[src/hdl/cbtc_pkg.sv]
// ----------------------------------------------------------------------------
// cbtc_pkg
// Types and constants shared by the bilinear correction table block.
// ----------------------------------------------------------------------------
package cbtc_pkg;

  localparam int unsigned ValW = 24;
  localparam int unsigned IdxW = 6;
  localparam int unsigned PtsW = 7;
  localparam int unsigned CfgIdxW = 3;

  localparam logic [CfgIdxW-1:0] RegAngleMin   = 3'd0;
  localparam logic [CfgIdxW-1:0] RegAngleMax   = 3'd1;
  localparam logic [CfgIdxW-1:0] RegAngleStep  = 3'd2;
  localparam logic [CfgIdxW-1:0] RegAnglePts   = 3'd3;
  localparam logic [CfgIdxW-1:0] RegLossMin    = 3'd4;
  localparam logic [CfgIdxW-1:0] RegLossMax    = 3'd5;
  localparam logic [CfgIdxW-1:0] RegLossStep   = 3'd6;
  localparam logic [CfgIdxW-1:0] RegLossPts    = 3'd7;

  localparam logic OpWrite   = 1'b0;
  localparam logic OpCorrect = 1'b1;

  typedef struct packed {
    logic            operation;
    logic [ValW-1:0] angle;
    logic [ValW-1:0] loss;
    logic [IdxW-1:0] row_index;
    logic [IdxW-1:0] column_index;
    logic [ValW-1:0] entry_value;
  } in_item_t;

  typedef struct packed {
    logic [ValW-1:0] factor;
    logic [ValW-1:0] corrected_loss;
    logic            saturated;
    logic            write_done;
  } out_item_t;

  typedef struct packed {
    logic [ValW-1:0] amin;
    logic [ValW-1:0] amax;
    logic [ValW-1:0] astep;
    logic [PtsW-1:0] apts;
    logic [ValW-1:0] lmin;
    logic [ValW-1:0] lmax;
    logic [ValW-1:0] lstep;
    logic [PtsW-1:0] lpts;
  } cfg_t;

endpackage

[src/hdl/cbtc_div.sv]
// ----------------------------------------------------------------------------
// cbtc_div
// Restoring divider, one quotient bit per cycle, quotient and remainder.
// ----------------------------------------------------------------------------
module cbtc_div
  import cbtc_pkg::*;
#(
  parameter int unsigned NumW = 48,
  parameter int unsigned DenW = 24
) (
  input  logic            clk_i,
  input  logic            rst_ni,
  input  logic            start_i,
  input  logic [NumW-1:0] num_i,
  input  logic [DenW-1:0] den_i,
  output logic            busy_o,
  output logic            done_o,
  output logic [NumW-1:0] quo_o,
  output logic [DenW-1:0] rem_o
);

  localparam int unsigned CntW = $clog2(NumW + 1);

  logic [CntW-1:0] cnt_q, cnt_d;
  logic            busy_q, busy_d, done_q, done_d;
  logic [NumW-1:0] quo_q, quo_d;
  logic [DenW:0]   rem_q, rem_d;
  logic [DenW-1:0] den_q, den_d;
  logic [DenW:0]   shifted;
  logic [DenW:0]   diff;

  assign shifted = {rem_q[DenW-1:0], quo_q[NumW-1]};
  assign diff    = shifted - {1'b0, den_q};

  always_comb begin
    cnt_d  = cnt_q;
    busy_d = busy_q;
    done_d = 1'b0;
    quo_d  = quo_q;
    rem_d  = rem_q;
    den_d  = den_q;
    if (start_i) begin
      busy_d = 1'b1;
      cnt_d  = CntW'(NumW);
      quo_d  = num_i;
      rem_d  = '0;
      den_d  = den_i;
    end else if (busy_q) begin
      if (!diff[DenW]) begin
        rem_d = diff;
        quo_d = {quo_q[NumW-2:0], 1'b1};
      end else begin
        rem_d = shifted;
        quo_d = {quo_q[NumW-2:0], 1'b0};
      end
      cnt_d = cnt_q - 1'b1;
      if (cnt_q == CntW'(1)) begin
        busy_d = 1'b0;
        done_d = 1'b1;
      end
    end
  end

  always_ff @(posedge clk_i or negedge rst_ni) begin
    if (!rst_ni) begin
      busy_q <= 1'b0;
      done_q <= 1'b0;
      cnt_q  <= '0;
    end else begin
      busy_q <= busy_d;
      done_q <= done_d;
      cnt_q  <= cnt_d;
    end
  end

  always_ff @(posedge clk_i) begin
    quo_q <= quo_d;
    rem_q <= rem_d;
    den_q <= den_d;
  end

  assign busy_o = busy_q;
  assign done_o = done_q;
  assign quo_o  = quo_q;
  assign rem_o  = rem_q[DenW-1:0];

endmodule

[src/hdl/cbtc_front.sv]
// ----------------------------------------------------------------------------
// cbtc_front
// Accept items, clamp angle and loss of nonzero-loss corrections to grid bins and queue them.
// ----------------------------------------------------------------------------
module cbtc_front
  import cbtc_pkg::*;
(
  input  logic     clk_i,
  input  logic     rst_ni,
  input  cfg_t     cfg_i,
  input  logic     in_valid_i,
  output logic     in_stall_o,
  input  in_item_t in_i,
  output logic     job_valid_o,
  input  logic     job_take_i,
  output in_item_t job_item_o,
  output logic [IdxW-1:0] job_alo_o,
  output logic [IdxW-1:0] job_ahi_o,
  output logic [ValW-1:0] job_aoff_o,
  output logic [ValW-1:0] job_astep_o,
  output logic [IdxW-1:0] job_llo_o,
  output logic [IdxW-1:0] job_lhi_o,
  output logic [ValW-1:0] job_loff_o,
  output logic [ValW-1:0] job_lstep_o
);

  typedef enum logic [1:0] {StIdle, StAngle, StLoss, StPush} st_e;

  st_e st_q;
  in_item_t item_q;
  logic [IdxW-1:0] alo_q, ahi_q, llo_q, lhi_q;
  logic [ValW-1:0] aoff_q, loff_q, astep_q, lstep_q;
  logic [IdxW-1:0] lasta, lastl;
  logic [PtsW-1:0] apc, lpc;

  logic            dv_start, dv_busy, dv_done;
  logic [ValW-1:0] dv_num, dv_den, dv_quo, dv_rem;

  logic [ValW-1:0] x, lo, hi;
  logic [IdxW-1:0] last;
  logic [ValW-1:0] astp, lstp;

  logic fifo_full;

  always_comb begin
    apc = (cfg_i.apts == '0) ? PtsW'(1) : cfg_i.apts;
    if (apc > PtsW'(64)) apc = PtsW'(64);
    lpc = (cfg_i.lpts == '0) ? PtsW'(1) : cfg_i.lpts;
    if (lpc > PtsW'(64)) lpc = PtsW'(64);
    lasta = IdxW'(apc - 1'b1);
    lastl = IdxW'(lpc - 1'b1);
    astp = (cfg_i.astep == '0) ? ValW'(1) : cfg_i.astep;
    lstp = (cfg_i.lstep == '0) ? ValW'(1) : cfg_i.lstep;
  end

  always_comb begin
    if (st_q == StAngle) begin
      x = item_q.angle; lo = cfg_i.amin; hi = cfg_i.amax; last = lasta;
    end else begin
      x = item_q.loss; lo = cfg_i.lmin; hi = cfg_i.lmax; last = lastl;
    end
  end

  assign dv_num = x - lo;
  assign dv_den = (st_q == StAngle) ? astp : lstp;
  assign dv_start = (st_q == StAngle || st_q == StLoss) && !dv_busy && !dv_done
                    && (x > lo) && (x < hi);

  cbtc_div #(.NumW(ValW), .DenW(ValW)) u_div (
    .clk_i, .rst_ni, .start_i(dv_start), .num_i(dv_num), .den_i(dv_den),
    .busy_o(dv_busy), .done_o(dv_done), .quo_o(dv_quo), .rem_o(dv_rem)
  );

  logic            ax_ready;
  logic [IdxW-1:0] b_lo, b_hi;
  logic [ValW-1:0] b_off;

  always_comb begin
    ax_ready = 1'b0;
    b_lo = '0; b_hi = '0; b_off = '0;
    if (x <= lo) begin
      ax_ready = 1'b1;
    end else if (x >= hi) begin
      ax_ready = 1'b1; b_lo = last; b_hi = last;
    end else if (dv_done) begin
      ax_ready = 1'b1;
      if (dv_quo >= ValW'(last)) begin
        b_lo = last; b_hi = last;
      end else begin
        b_lo = IdxW'(dv_quo); b_hi = IdxW'(dv_quo) + 1'b1; b_off = dv_rem;
      end
    end
  end

  localparam int unsigned JobW = $bits(in_item_t) + 4*IdxW + 4*ValW;
  logic [JobW-1:0] fifo_q [2];
  logic [1:0] cnt_q;
  logic       wp_q, rp_q;
  logic       push, pop;
  logic [JobW-1:0] job;

  assign in_stall_o = (st_q != StIdle);
  assign push = (st_q == StPush) && !fifo_full;
  assign fifo_full = (cnt_q == 2'd2);
  assign pop = job_take_i && (cnt_q != 2'd0);

  always_ff @(posedge clk_i or negedge rst_ni) begin
    if (!rst_ni) begin
      st_q <= StIdle;
    end else begin
      unique case (st_q)
        StIdle: if (in_valid_i) begin
          st_q <= (in_i.operation == OpWrite || in_i.loss == '0) ? StPush : StAngle;
        end
        StAngle: if (ax_ready) st_q <= StLoss;
        StLoss: if (ax_ready) st_q <= StPush;
        StPush: if (!fifo_full) st_q <= StIdle;
        default: st_q <= StIdle;
      endcase
    end
  end

  always_ff @(posedge clk_i) begin
    if (st_q == StIdle && in_valid_i) begin
      item_q <= in_i;
      alo_q <= '0; ahi_q <= '0; aoff_q <= '0;
      llo_q <= '0; lhi_q <= '0; loff_q <= '0;
      astep_q <= astp; lstep_q <= lstp;
    end
    if (st_q == StAngle && ax_ready) begin
      alo_q <= b_lo; ahi_q <= b_hi; aoff_q <= b_off;
    end
    if (st_q == StLoss && ax_ready) begin
      llo_q <= b_lo; lhi_q <= b_hi; loff_q <= b_off;
    end
  end

  assign job = {item_q, alo_q, ahi_q, aoff_q, astep_q, llo_q, lhi_q, loff_q, lstep_q};

  always_ff @(posedge clk_i or negedge rst_ni) begin
    if (!rst_ni) begin
      cnt_q <= '0; wp_q <= 1'b0; rp_q <= 1'b0;
    end else begin
      if (push) wp_q <= ~wp_q;
      if (pop) rp_q <= ~rp_q;
      cnt_q <= cnt_q + {1'b0, push} - {1'b0, pop};
    end
  end

  always_ff @(posedge clk_i) begin
    if (push) fifo_q[wp_q] <= job;
  end

  assign job_valid_o = (cnt_q != 2'd0);
  assign {job_item_o, job_alo_o, job_ahi_o, job_aoff_o, job_astep_o,
          job_llo_o, job_lhi_o, job_loff_o, job_lstep_o} = fifo_q[rp_q];

endmodule

[config.mk]
export PLATFORM = sky130hd
export DESIGN_NAME = cbtc_front
export DESIGN_NICKNAME = d
export VERILOG_FILES = /design/src/hdl/cbtc_pkg.sv /design/src/hdl/cbtc_div.sv /design/src/hdl/cbtc_front.sv
export SDC_FILE = /design/constraint.sdc
export NUM_CORES = 1
export LEC_CHECK = 0
export BUFFER_PORTS_ARGS = -buffer_cell sky130_fd_sc_hd__buf_2
export CAP_MARGIN = 10
export CORE_MARGIN = 10
export CORE_UTILIZATION = 45
export CTS_BUF_LIST = sky130_fd_sc_hd__clkbuf_4 sky130_fd_sc_hd__clkbuf_8 sky130_fd_sc_hd__clkbuf_16
export CTS_CLUSTER_SIZE = 12
export DETAILED_ROUTE_END_ITERATION = 8
export GPL_TIMING_DRIVEN = 0
export PLACE_DENSITY = 0.72
export SYNTH_ARGS = -nofsm -noshare
export SYNTH_HDL_FRONTEND = slang
export SYNTH_HIERARCHICAL = 1
export SYNTH_SLANG_ARGS = --single-unit
[constraint.sdc]
create_clock -name clk_i -period 13.4 [get_ports clk_i]
set_input_delay 2.68 -clock clk_i [delete_from_list [all_inputs] [get_ports clk_i]]
set_output_delay 2.68 -clock clk_i [all_outputs]
set_load 0.01 [all_outputs]
# Word-level counts from Yosys, hierarchy flattened
# Memory sizes are Yosys's and may differ from the RTL's.
# Cells that the tools add are included.
totals:
  output_inout_bits: 207
  ramBits: 410
  in_bits: 247
  reg_bits: 290
  n_memories: 1
  elab_cells: 132
memory_table:
  columns: ["memory", "depth", "word_bits", "read_ports", "rd_ports_with_merged_regs", "write_ports", "line_no", "text"]
  rows:
  - ["fifo_q", 2, 205, 1, 0, 1, "cbtc_front.sv:96", "logic [JobW-1:0] fifo_q [2];"]
classes:
  n_eq_ne: 9
  addsub: 8
  n_reduce_logical: 26
  muxes: 54
  bitwise_logic: 3
  n_lt_le_gt_ge: 7
ops:
  columns: ["op", "count"]
  rows:
  - ["$mux 24", 16]
  - ["$mux 6", 16]
  - ["$logic_not 24->1", 3]
  - ["$sub 25x24->25", 1]
  - ["$ge 24x24->1", 1]
  - ["$ge 24x6->1", 1]
  - ["$gt 24x24->1", 1]
  - ["$le 24x24->1", 1]
  - ["$lt 24x24->1", 1]
  - ["$sub 24x24->24", 1]
  - ["$gt 7x7->1 const B", 2]
  - ["$logic_not 7->1", 2]
  - ["$mux 7", 2]
  - ["$mux 1", 12]
  - ["$sub 6x1->6 const B", 2]
  - ["$mux 2", 5]
  - ["$mux 5", 2]
  - ["$reduce_bool 2->1", 5]
  - ["$logic_and 1x1->1", 9]
  - ["$ne 2x2->1 const B", 4]
  - ["$pmux 2 s4", 1]
  - ["$add 6x1->6 const B", 1]
  - ["$eq 2x2->1 const B", 3]
  - ["$eq 5x1->1 const B", 1]
  - ["9 further kinds", 14]

# Depth between registers and ports, before layout
# Gate-level depths: netlist (run 1).
logic_depth:
  ltp_word: 12
  depth_mapped: 18
  depth_no_buf: 16

# Modules after synthesis
# The synthesis (run 1) kept the hierarchy.
modules_own_cells:
  columns: ["module", "area_each_um2", "seq_area_each_um2", "instances", "cells_per_inst"]
  rows:
  - ["cbtc_front", 25440.6, 18617.9, 1, 1438]
  - ["cbtc_div", 4514.3, 2097.0, 1, 444]

# Worst setup path after synthesis (run 1)
# Ideal clock, no wire load.
synth_timing:
  path_type: "register -> register"
  from: "register st_q[0]"
  to: "memory fifo_q[0][0] (netlist name) (enable)"
  n_path_buf: 0
  stages_incl_launch_ff: 4
  setup_ns: 0.773
  required_time_ns: 12.627
  path_slack_ns: 3.474
  synth_period_minus_slack_ns: 9.926
  arrival_time_ns: 9.153
  path_cell_list: "dfrtp_1 -> ha_1 -> nand2_1 -> nor2_1"
synth_between:
  elab_chain_cells: 4
synth_rtl:
  columns: ["item", "line_no", "text"]
  rows:
  - ["start: declaration", "cbtc_front.sv:29", "st_e st_q;"]
  - ["start signal: assignment", "cbtc_front.sv:109", "st_q <= StIdle;"]
  - ["start signal: assignment", "cbtc_front.sv:113", "st_q <= (in_i.operation == OpWrite || in_i.loss == '0) ? StPush : StAngle;"]
  - ["start signal: assignment", "cbtc_front.sv:115", "StAngle: if (ax_ready) st_q <= StLoss;"]
  - ["$eq 2x2->1", "cbtc_front.sv:103", "assign push = (st_q == StPush) && !fifo_full;"]
  - ["$logic_and 1x1->1", "cbtc_front.sv:103", null]
  - ["$mux 1", "cbtc_front.sv:151", "if (push) fifo_q[wp_q] <= job;"]
  - ["$mux 1 (implied by the code)", "cbtc_front.sv:151", null]
  - ["end: declaration", "cbtc_front.sv:96", null]
# Every way passes these cells.

# Worst setup path after layout (run 1)
layout_timing:
  from: "register st_q[1]"
  to: "register u_div.quo_q[20], in the netlist u_div/quo_o[20] (enable)"
layout_between:
  elab_chain_cells: 7
  word_cells_on_any_way: 13
  cone_classes: "2 x order compare; 2 x eq/ne; 3 x mux; 6 x reduce/logical"
layout_rtl:
  columns: ["item", "line_no", "text"]
  rows:
  - ["parallel branches: the longest is 5 deep, another holds $gt 24x24->1", null, null]
  - ["$logic_and 1x1->1 (*)", "cbtc_front.sv:67", "&& (x > lo) && (x < hi);"]
  - ["net dv_start", "cbtc_front.sv:36", "logic dv_start, dv_busy, dv_done;"]
  - ["$reduce_bool 2->1 (no line) (*)", null, null]
  - ["end signal: assignment", "cbtc_div.sv:77", "quo_q <= quo_d;"]
  - ["end: declaration", "cbtc_div.sv:26", "logic [NumW-1:0] quo_q, quo_d;"]
# Mark *: on every way through the listed nets, which the timed path passes.
# A chain may end at the register's enable or synchronous reset.

==> results of run 1 <==
[sequential cells by signal, summed over array words and instances, names as in the netlist, 2 cells and up]
name / cells
fifo_q: 410
item_q: 85
aoff_q: 24
astep_q: 24
loff_q: 24
lstep_q: 24
u_div/den_q: 24
u_div/quo_o: 24
u_div/rem_q: 24
ahi_q: 6
alo_q: 6
lhi_q: 6
llo_q: 6
u_div/cnt_q: 5
cnt_q: 2
st_q: 2
[power by group]
group | total, W | switching (W) | internal (W)
Clock | 0.00204 | 0.000824 | 0.00121
Sequential | 0.00354 | 0.000292 | 0.00325
Combinational | 0.00356 | 0.00213 | 0.00144
[per-layer routing]
metal | routed length [um] | vias to the layer above | global-route usage (%)
met5 | 10 | - | 0
met4 | 1840 | 2 | 6.35
met3 | 4500 | 97 | 3.64
met2 | 40400 | 570 | 34.2
met1 | 33000 | 8990 | 25.3
li1 | - | 8299 | -
[cell type report]
class | count | area, um^2 | area share, %
multi-input combinational | 1012 | 8560 | 23.7
sequential | 700 | 20700 | 57.4
tap | 864 | 1080 | 3.00
buffer | 110 | 468 | 1.30
timing repair buffer | 467 | 2580 | 7.16
inverter | 60 | 225 | 0.624
clock inverter | 29 | 278 | 0.770
clock buffer | 103 | 2160 | 5.99
antenna | 3 | 7.51 | 0.0208
[worst max-delay path: cells and delay by family (launching register included)]
| kind | cells | cell delay, ns |
|---|---|---|
| and+or+nand+nor | 3 | 1.63 |
| AOI/OAI and AO/OA | 5 | 1.04 |
| adders and majority gates | 2 | 0.84 |
| DFF | 1 | 0.41 |
| buffers and inverters | 6 | 3.03 |
| muxes | 1 | 0.32 |
[cell usage after synthesis, drive strengths merged (3+ instances only)]
cell | number | area share, %
nor3 | 13 | 0.23
nand2b | 11 | 0.23
a221oi | 4 | 0.22
o31ai | 5 | 0.13
or2 | 7 | 0.15
o21a | 12 | 0.30
a311oi | 14 | 0.41
dfrtp | 13 | 1.1
nand3 | 29 | 0.50
xor2 | 17 | 0.50
and2 | 56 | 1.2
mux2i | 50 | 1.7
inv | 60 | 0.75
edfxtp | 663 | 66
buf | 24 | 0.48
and3 | 9 | 0.22
dfxtp | 24 | 1.6
o21bai | 10 | 0.25
a22oi | 17 | 0.43
nor2 | 89 | 1.1
o311a | 9 | 0.30
nand3b | 3 | 0.075
nor4 | 26 | 0.59
a21o | 27 | 0.71
nand2 | 40 | 0.50
o21ai | 38 | 0.63
a211oi | 6 | 0.15
a21oi | 47 | 0.82
or4 | 4 | 0.10
a31oi | 5 | 0.20
xnor2 | 35 | 1.0
and4 | 5 | 0.15
ha | 89 | 3.7
nand4 | 20 | 0.42
nor2b | 6 | 0.15
clkbuf | 86 | 1.1
mux2 | 276 | 10
o211ai | 7 | 0.21
[cells by family after synthesis]
| kind of cell | synth area share, % |
|---|---|
| simple gates | 5.80 |
| mux | 12.0 |
| xor+xnor | 1.52 |
| compound gates | 5.32 |
| flops | 69.2 |
| fa+ha+maj | 3.85 |
| buf+inv | 2.31 |
[stage by stage]
stage,setup TNS (ns),worst slack [ns],hold WS (ns),power (W),std cells
final,0,5.71,0.431,0.00914,3348
after global routing,0,5.22,0.439,0.00965,3348
after CTS,0,5.57,0.434,0.00922,3345
after detailed placement,0,5.59,0.429,0.00716,3213
after global placement,-435.30,-2.14,0.422,0.00714,3199
after floorplan,0,3.47,0.421,0.00585,1882
[final timing paths]
check / slack, ns / depth (start not counted) / end / start
max: 5.71 / 17 / u_div/quo_o[20] / st_q[1]
min reg2reg: 0.43 / 0 / fifo_q[0][125] / item_q[5]
min in group asynchronous: 1.96 / 1 / u_div/cnt_q[0] / rst_ni
min: 0.43 / 0 / fifo_q[0][125] / item_q[5]
max in group asynchronous: 11.21 / 1 / cnt_q[0] / rst_ni
max reg2reg: 5.71 / 17 / u_div/quo_o[20] / st_q[1]
==> flow_summary.yaml, run 1 <==
critical_path:
  critical_path.endpoint_type: "flip-flop"
  timing_worst_setup_path_type: "reg2reg"
  required_ns: 13.62
  worst_setup_path_start_kind: "flip-flop"
  critical_path_peak_fanout: 25
  cp_data_arrival_time_ns: 7.91
  timing.critical_path.slowest_cell_delay_ns: 0.87
  cpMaxStageDelayCell: "sky130_fd_sc_hd__clkbuf_1"
  crit_path_cell_trace: "inv_1 > ha_1 > clkbuf_1 > buf_1 > clkbuf_1 > mux2i_1 > ha_1 > nand2_1 > o21a_1 > a21bo_1 > o21a_2 > a221oi_4 > a31oi_4 > and4_2 > clkbuf_1 > inv_1 > nand2_1"
  most_common_cell_type_on_the_critical_path: "sky130_fd_sc_hd__clkbuf_1"
outcome:
  run_status: "finished clean"
route:
  avgRoutedWirePerCell_um: 23.8
  totalWireLength_mm: 79.8
  post_route_drc: 0
  via_count: 17958
  drt_pre_antenna_iters: 5
  dr.first_iter.drc_count: 1321
  antenna_left: 0
  vias_per_cell: 5.36
global_route:
  gr-usage-all-layers_pct: 20.0
  first_global_vias: 18943
  grt_first_pass_wirelength_mm: 118
  overflow: 0
  pin_count_of_the_biggest_net_entering_global_routing: 66
  grt_antenna_before_repair: 6
power_and_ir_drop:
  power.ir.vdd_worst_v: 0.000120
  pwr_density_cell_mw_per_mm2: 253
  total_leakage_power_nw: 13.4
floorplanning:
  num_rows: 94
  initial_utilization_pct: 45.5
  die_width_um: 278
  floorplan_core_area_mm2: 0.0659
  die_height_um: 278
  design.portCount: 454
  dieArea_mm2: 0.0773
timing:
  final-hold-violation-count: 0
  achievable-frequency_mhz: 130
  post-route-period-util_pct: 57.4
  final_period_minus_worst_setup_slack_ns: 7.69
  tightest_slew_ns: 1.13
  maxSlewViolCount: 0
  max_slew_margin_pct: 25.0
  clock_skew_ns: 0.0187
  rsz0062_at_grt: "no"
  setup_viol_count_final: 0
cts:
  path_clk_slew_ns: 0.06
  cts_hold_buf: 0
  clkLatencyLatePin_ns: 0.61
  clock_sinks: 700
  setup_fix_buffers_added_after_clock_tree_synthesis: 0
  cts_htree_levels: 3
  cts_resized: 0
  cts_tree: "done"
  clockRootBuffer: "sky130_fd_sc_hd__clkbuf_16"
  clk_path_buf_depth: 3
  cts_inserted_buffers: 76
finish:
  final_core_utilization_pct: 54.8
  layout.cell_area.non_filler_mm2: 0.0361
  final_net_count: 2765
  filler_cell_count: 5357
  syn_to_final_growth_pct: 20.5
  mostFrequentLayoutCell: "sky130_fd_sc_hd__edfxtp_1"
  final_layout_size_suffix_gt1_share_pct: 37.3
  final_cell_mix: "sky130_fd_sc_hd__edfxtp_1 (663), sky130_fd_sc_hd__buf_2 (460), sky130_fd_sc_hd__mux2_2 (276), sky130_fd_sc_hd__ha_1 (89), sky130_fd_sc_hd__nor2_1 (88)"
run:
  maxCapViolations: 0
logic_synthesis:
  mappedNetlistArea_mm2: 0.0300
  postSynth.asyncResetShare_pct: 1.86
  yosys_register_bits: 700
  synth_area_per_cell_um2: 15.9
  synth_fp_nets: 2220
  yosys_most_used_dff: "sky130_fd_sc_hd__edfxtp_1"
  yosysUniqueCellTypes: 77
  yosys_warnings: 6
  synth_enable_flop_cells: 663
  postSynthCellCount: 1882
  yosysSeqAreaShare_pct: 69.2
place:
  placement.cell_area_mm2: 0.0336
  dp_hpwl_mm: 59.8
  finalWeightedCongestion: 0.861
  io_buffer_count: 453
hold_path:
  hold_path.class: "reg2reg"
No activity file was read; power rests on OpenSTA's default activity.
==> inputs of run 2 (changes only) <==
==> constraint.sdc (replaced) <==
create_clock -name clk_i -period 7.4 [get_ports clk_i]
set_input_delay 1.48 -clock clk_i [delete_from_list [all_inputs] [get_ports clk_i]]
set_output_delay 1.48 -clock clk_i [all_outputs]
set_load 0.01 [all_outputs]
==> flow_summary.yaml, run 2 (synthesis results as in run 1) <==
critical_path:
  timing_worst_setup_path_type: "reg2reg"
  cp_data_arrival_time_ns: 7.31
  r2r.worst_path.cells: 17
  worst_setup_path_start_kind: "flip-flop"
  r2r_setup_slack_ns: 0.45
  rr_endpoint: "u_div/quo_o[22]"
  critical_path.endpoint_type: "flip-flop"
  critical_path_peak_fanout: 25
  worstReg2RegStart: "st_q[1]"
  required_ns: 7.76
place:
  finalWeightedCongestion: 0.875
  pre_cts_ws_ns: -0.687
  dp_hpwl_mm: 59.7
  io_buffer_count: 453
  placement.cell_area_mm2: 0.0337
  place_inst: 3215
floorplanning:
  die_width_um: 278
  dieArea_mm2: 0.0773
  floorplan_core_area_mm2: 0.0659
  num_rows: 94
  initial_utilization_pct: 45.5
  design.portCount: 454
  die_height_um: 278
finish:
  final_cell_mix: "sky130_fd_sc_hd__edfxtp_1 (663), sky130_fd_sc_hd__buf_2 (460), sky130_fd_sc_hd__mux2_2 (276), sky130_fd_sc_hd__ha_1 (89), sky130_fd_sc_hd__nor2_1 (88)"
  filler_cell_count: 5319
  final_net_count: 2766
  reg.largest.list: "fifo_q: 410 flops, item_q: 85 flops"
  largest_register_ff_count: 410
  count_of_placed_standard_cells_in_the_final_layout_fillers_left_out: 3350
  final_layout_size_suffix_gt1_share_pct: 37.4
  regArea_mm2: 0.0207
  multiInputGateArea_mm2: 0.00857
  mostFrequentLayoutCell: "sky130_fd_sc_hd__edfxtp_1"
  layout.cell_area.non_filler_mm2: 0.0361
  syn_to_final_growth_pct: 20.5
  top_register: "fifo_q"
power_and_ir_drop:
  share_comb_of_total_power_pct: 39.2
  design_power_total_w: 0.0165
  power.ir.vdd_worst_v: 0.000229
  pwr_density_cell_mw_per_mm2: 456
  power_report.internal_total_w: 0.0106
  total_leakage_power_nw: 13.4
  switching_power_w: 0.00588
  p_clk_share_pct: 21.8
  sw_frac_of_total_pct: 35.7
  power.sequential.fraction_pct: 38.9
timing:
  setup_viol_count_final: 0
  final_setup_tns_ns: 0
  final_period_minus_worst_setup_slack_ns: 6.95
  achievable-frequency_mhz: 144
  max_slew_margin_pct: 31.7
  final-hold-violation-count: 0
  post-route-period-util_pct: 93.9
  final_worst_setup_slack_ns: 0.451
  tightest_slew_ns: 1.02
  maxSlewViolCount: 0
  clock_skew_ns: 0.0209
  rsz0062_at_grt: "no"
route:
  antenna_left: 0
  avgRoutedWirePerCell_um: 23.7
  via_count: 18020
  totalWireLength_mm: 79.2
  drt_pre_antenna_iters: 5
  vias_per_cell: 5.38
  post_route_drc: 0
  dr.first_iter.drc_count: 1392
cts:
  clock_sinks: 700
  path_clk_slew_ns: 0.06
  cts_tree: "done"
  clkLatencyLatePin_ns: 0.62
  setup_fix_buffers_added_after_clock_tree_synthesis: 0
  cts_inserted_buffers: 75
  cts_htree_levels: 3
  clk_path_buf_depth: 3
  clockRootBuffer: "sky130_fd_sc_hd__clkbuf_16"
outcome:
  run_status: "finished clean"
global_route:
  gr-usage-all-layers_pct: 19.9
  pin_count_of_the_biggest_net_entering_global_routing: 66
  first_global_vias: 19206
  grt_antenna_before_repair: 7
  overflow: 0
  grt_first_pass_wirelength_mm: 117
hold_path:
  min_path_cells: 0
  hold_path.class: "reg2reg"
  hold-path-endpoint: "fifo_q[0][112]"
  hp-start: "ahi_q[4]"
run:
  maxCapViolations: 0
## run 2: cell types whose count changed in the layout (fill, tap and decap cells not counted), moves of 2 or more
cell and change:
sky130_fd_sc_hd__buf_16 +4, sky130_fd_sc_hd__clkbuf_1 -3, sky130_fd_sc_hd__clkbuf_16 -3, sky130_fd_sc_hd__clkbuf_2 +3, sky130_fd_sc_hd__clkinv_2 -3, sky130_fd_sc_hd__clkinv_8 +3, sky130_fd_sc_hd__diode_2 +3, sky130_fd_sc_hd__inv_6 -3
sky130_fd_sc_hd__buf_12 -2, sky130_fd_sc_hd__bufinv_16 -2, sky130_fd_sc_hd__clkinv_1 +2
## run 2: area by class of cell
class,instances,share of cell area [%]
multi-input cells,1012,23.7
well taps,864,2.99
diodes,6,0.0416
repair buffers,469,7.35
inverters,60,0.624
flip-flops and latches,700,57.4
clock inverters,28,0.762
clock buffers,101,5.80
plain buffers,110,1.32
## run 2: power by group through the flow
stage	Sequential [W]	Clock, W	Combinational [W]
after floorplan	0.00639	0	0.00416
after global placement	0.00670	0	0.00615
after detailed placement	0.00650	0	0.00649
after CTS	0.00642	0.00367	0.00652
after global routing	0.00653	0.00384	0.00701
final	0.00642	0.00359	0.00646
## run 2: metal layers
| metal | global-route usage [%] | vias up | wire, um |
|---|---|---|---|
| met5 | 0 | - | 0 |
| met4 | 7.87 | 0 | 2430 |
| met3 | 3.78 | 121 | 4760 |
| met2 | 33.4 | 616 | 39500 |
| met1 | 25.1 | 9000 | 32600 |
| li1 | - | 8283 | - |
## run 2: worst max-delay path, cell delays in order (launching register included)
cell                       delay [ns]
sky130_fd_sc_hd__dfrtp_1         0.40
sky130_fd_sc_hd__inv_1           0.13
sky130_fd_sc_hd__ha_1            0.40
sky130_fd_sc_hd__clkbuf_2        0.45
sky130_fd_sc_hd__buf_1           0.81
sky130_fd_sc_hd__mux2i_1         0.30
sky130_fd_sc_hd__ha_1            0.30
sky130_fd_sc_hd__fa_1            0.51
sky130_fd_sc_hd__nor2b_4         0.16
sky130_fd_sc_hd__o211ai_2        0.10
sky130_fd_sc_hd__a31oi_1         0.22
sky130_fd_sc_hd__o21a_2          0.25
sky130_fd_sc_hd__a221oi_4        0.11
sky130_fd_sc_hd__a31oi_4         0.33
sky130_fd_sc_hd__and4_2          0.72
sky130_fd_sc_hd__clkbuf_1        0.52
sky130_fd_sc_hd__buf_1           0.57
sky130_fd_sc_hd__mux2_2          0.40
## run 2: worst max path at each step
stage / from / endpoint / slack [ns]
finish: st_q[1] / u_div/quo_o[22] / 0.45
global route: st_q[1] / u_div/quo_o[22] / 0.08
CTS: st_q[1] / u_div/quo_o[22] / 0.07
detailed placement: st_q[1] / u_div/quo_o[18] / -0.69
global placement: st_q[0] / fifo_q[0][130] / -2.50
floorplan: st_q[0] / fifo_q[0][0] / 0.95
## run 2: repair_timing
| item | CTS | global route |
|---|---|---|
| gates resized for setup | 4 | 3 |
| hold buffers | 0 | 0 |
| setup endpoints to repair | 55 | 48 |
| pin swaps | 0 | 0 |
## run 2: through the flow
stage	utilization [%]	hold slack (ns)
finish	54.8	0.440
detailed placement	51.2	0.429
CTS	54.8	0.441
global placement	50.6	0.422
floorplan	-	0.421
global route	54.8	0.449
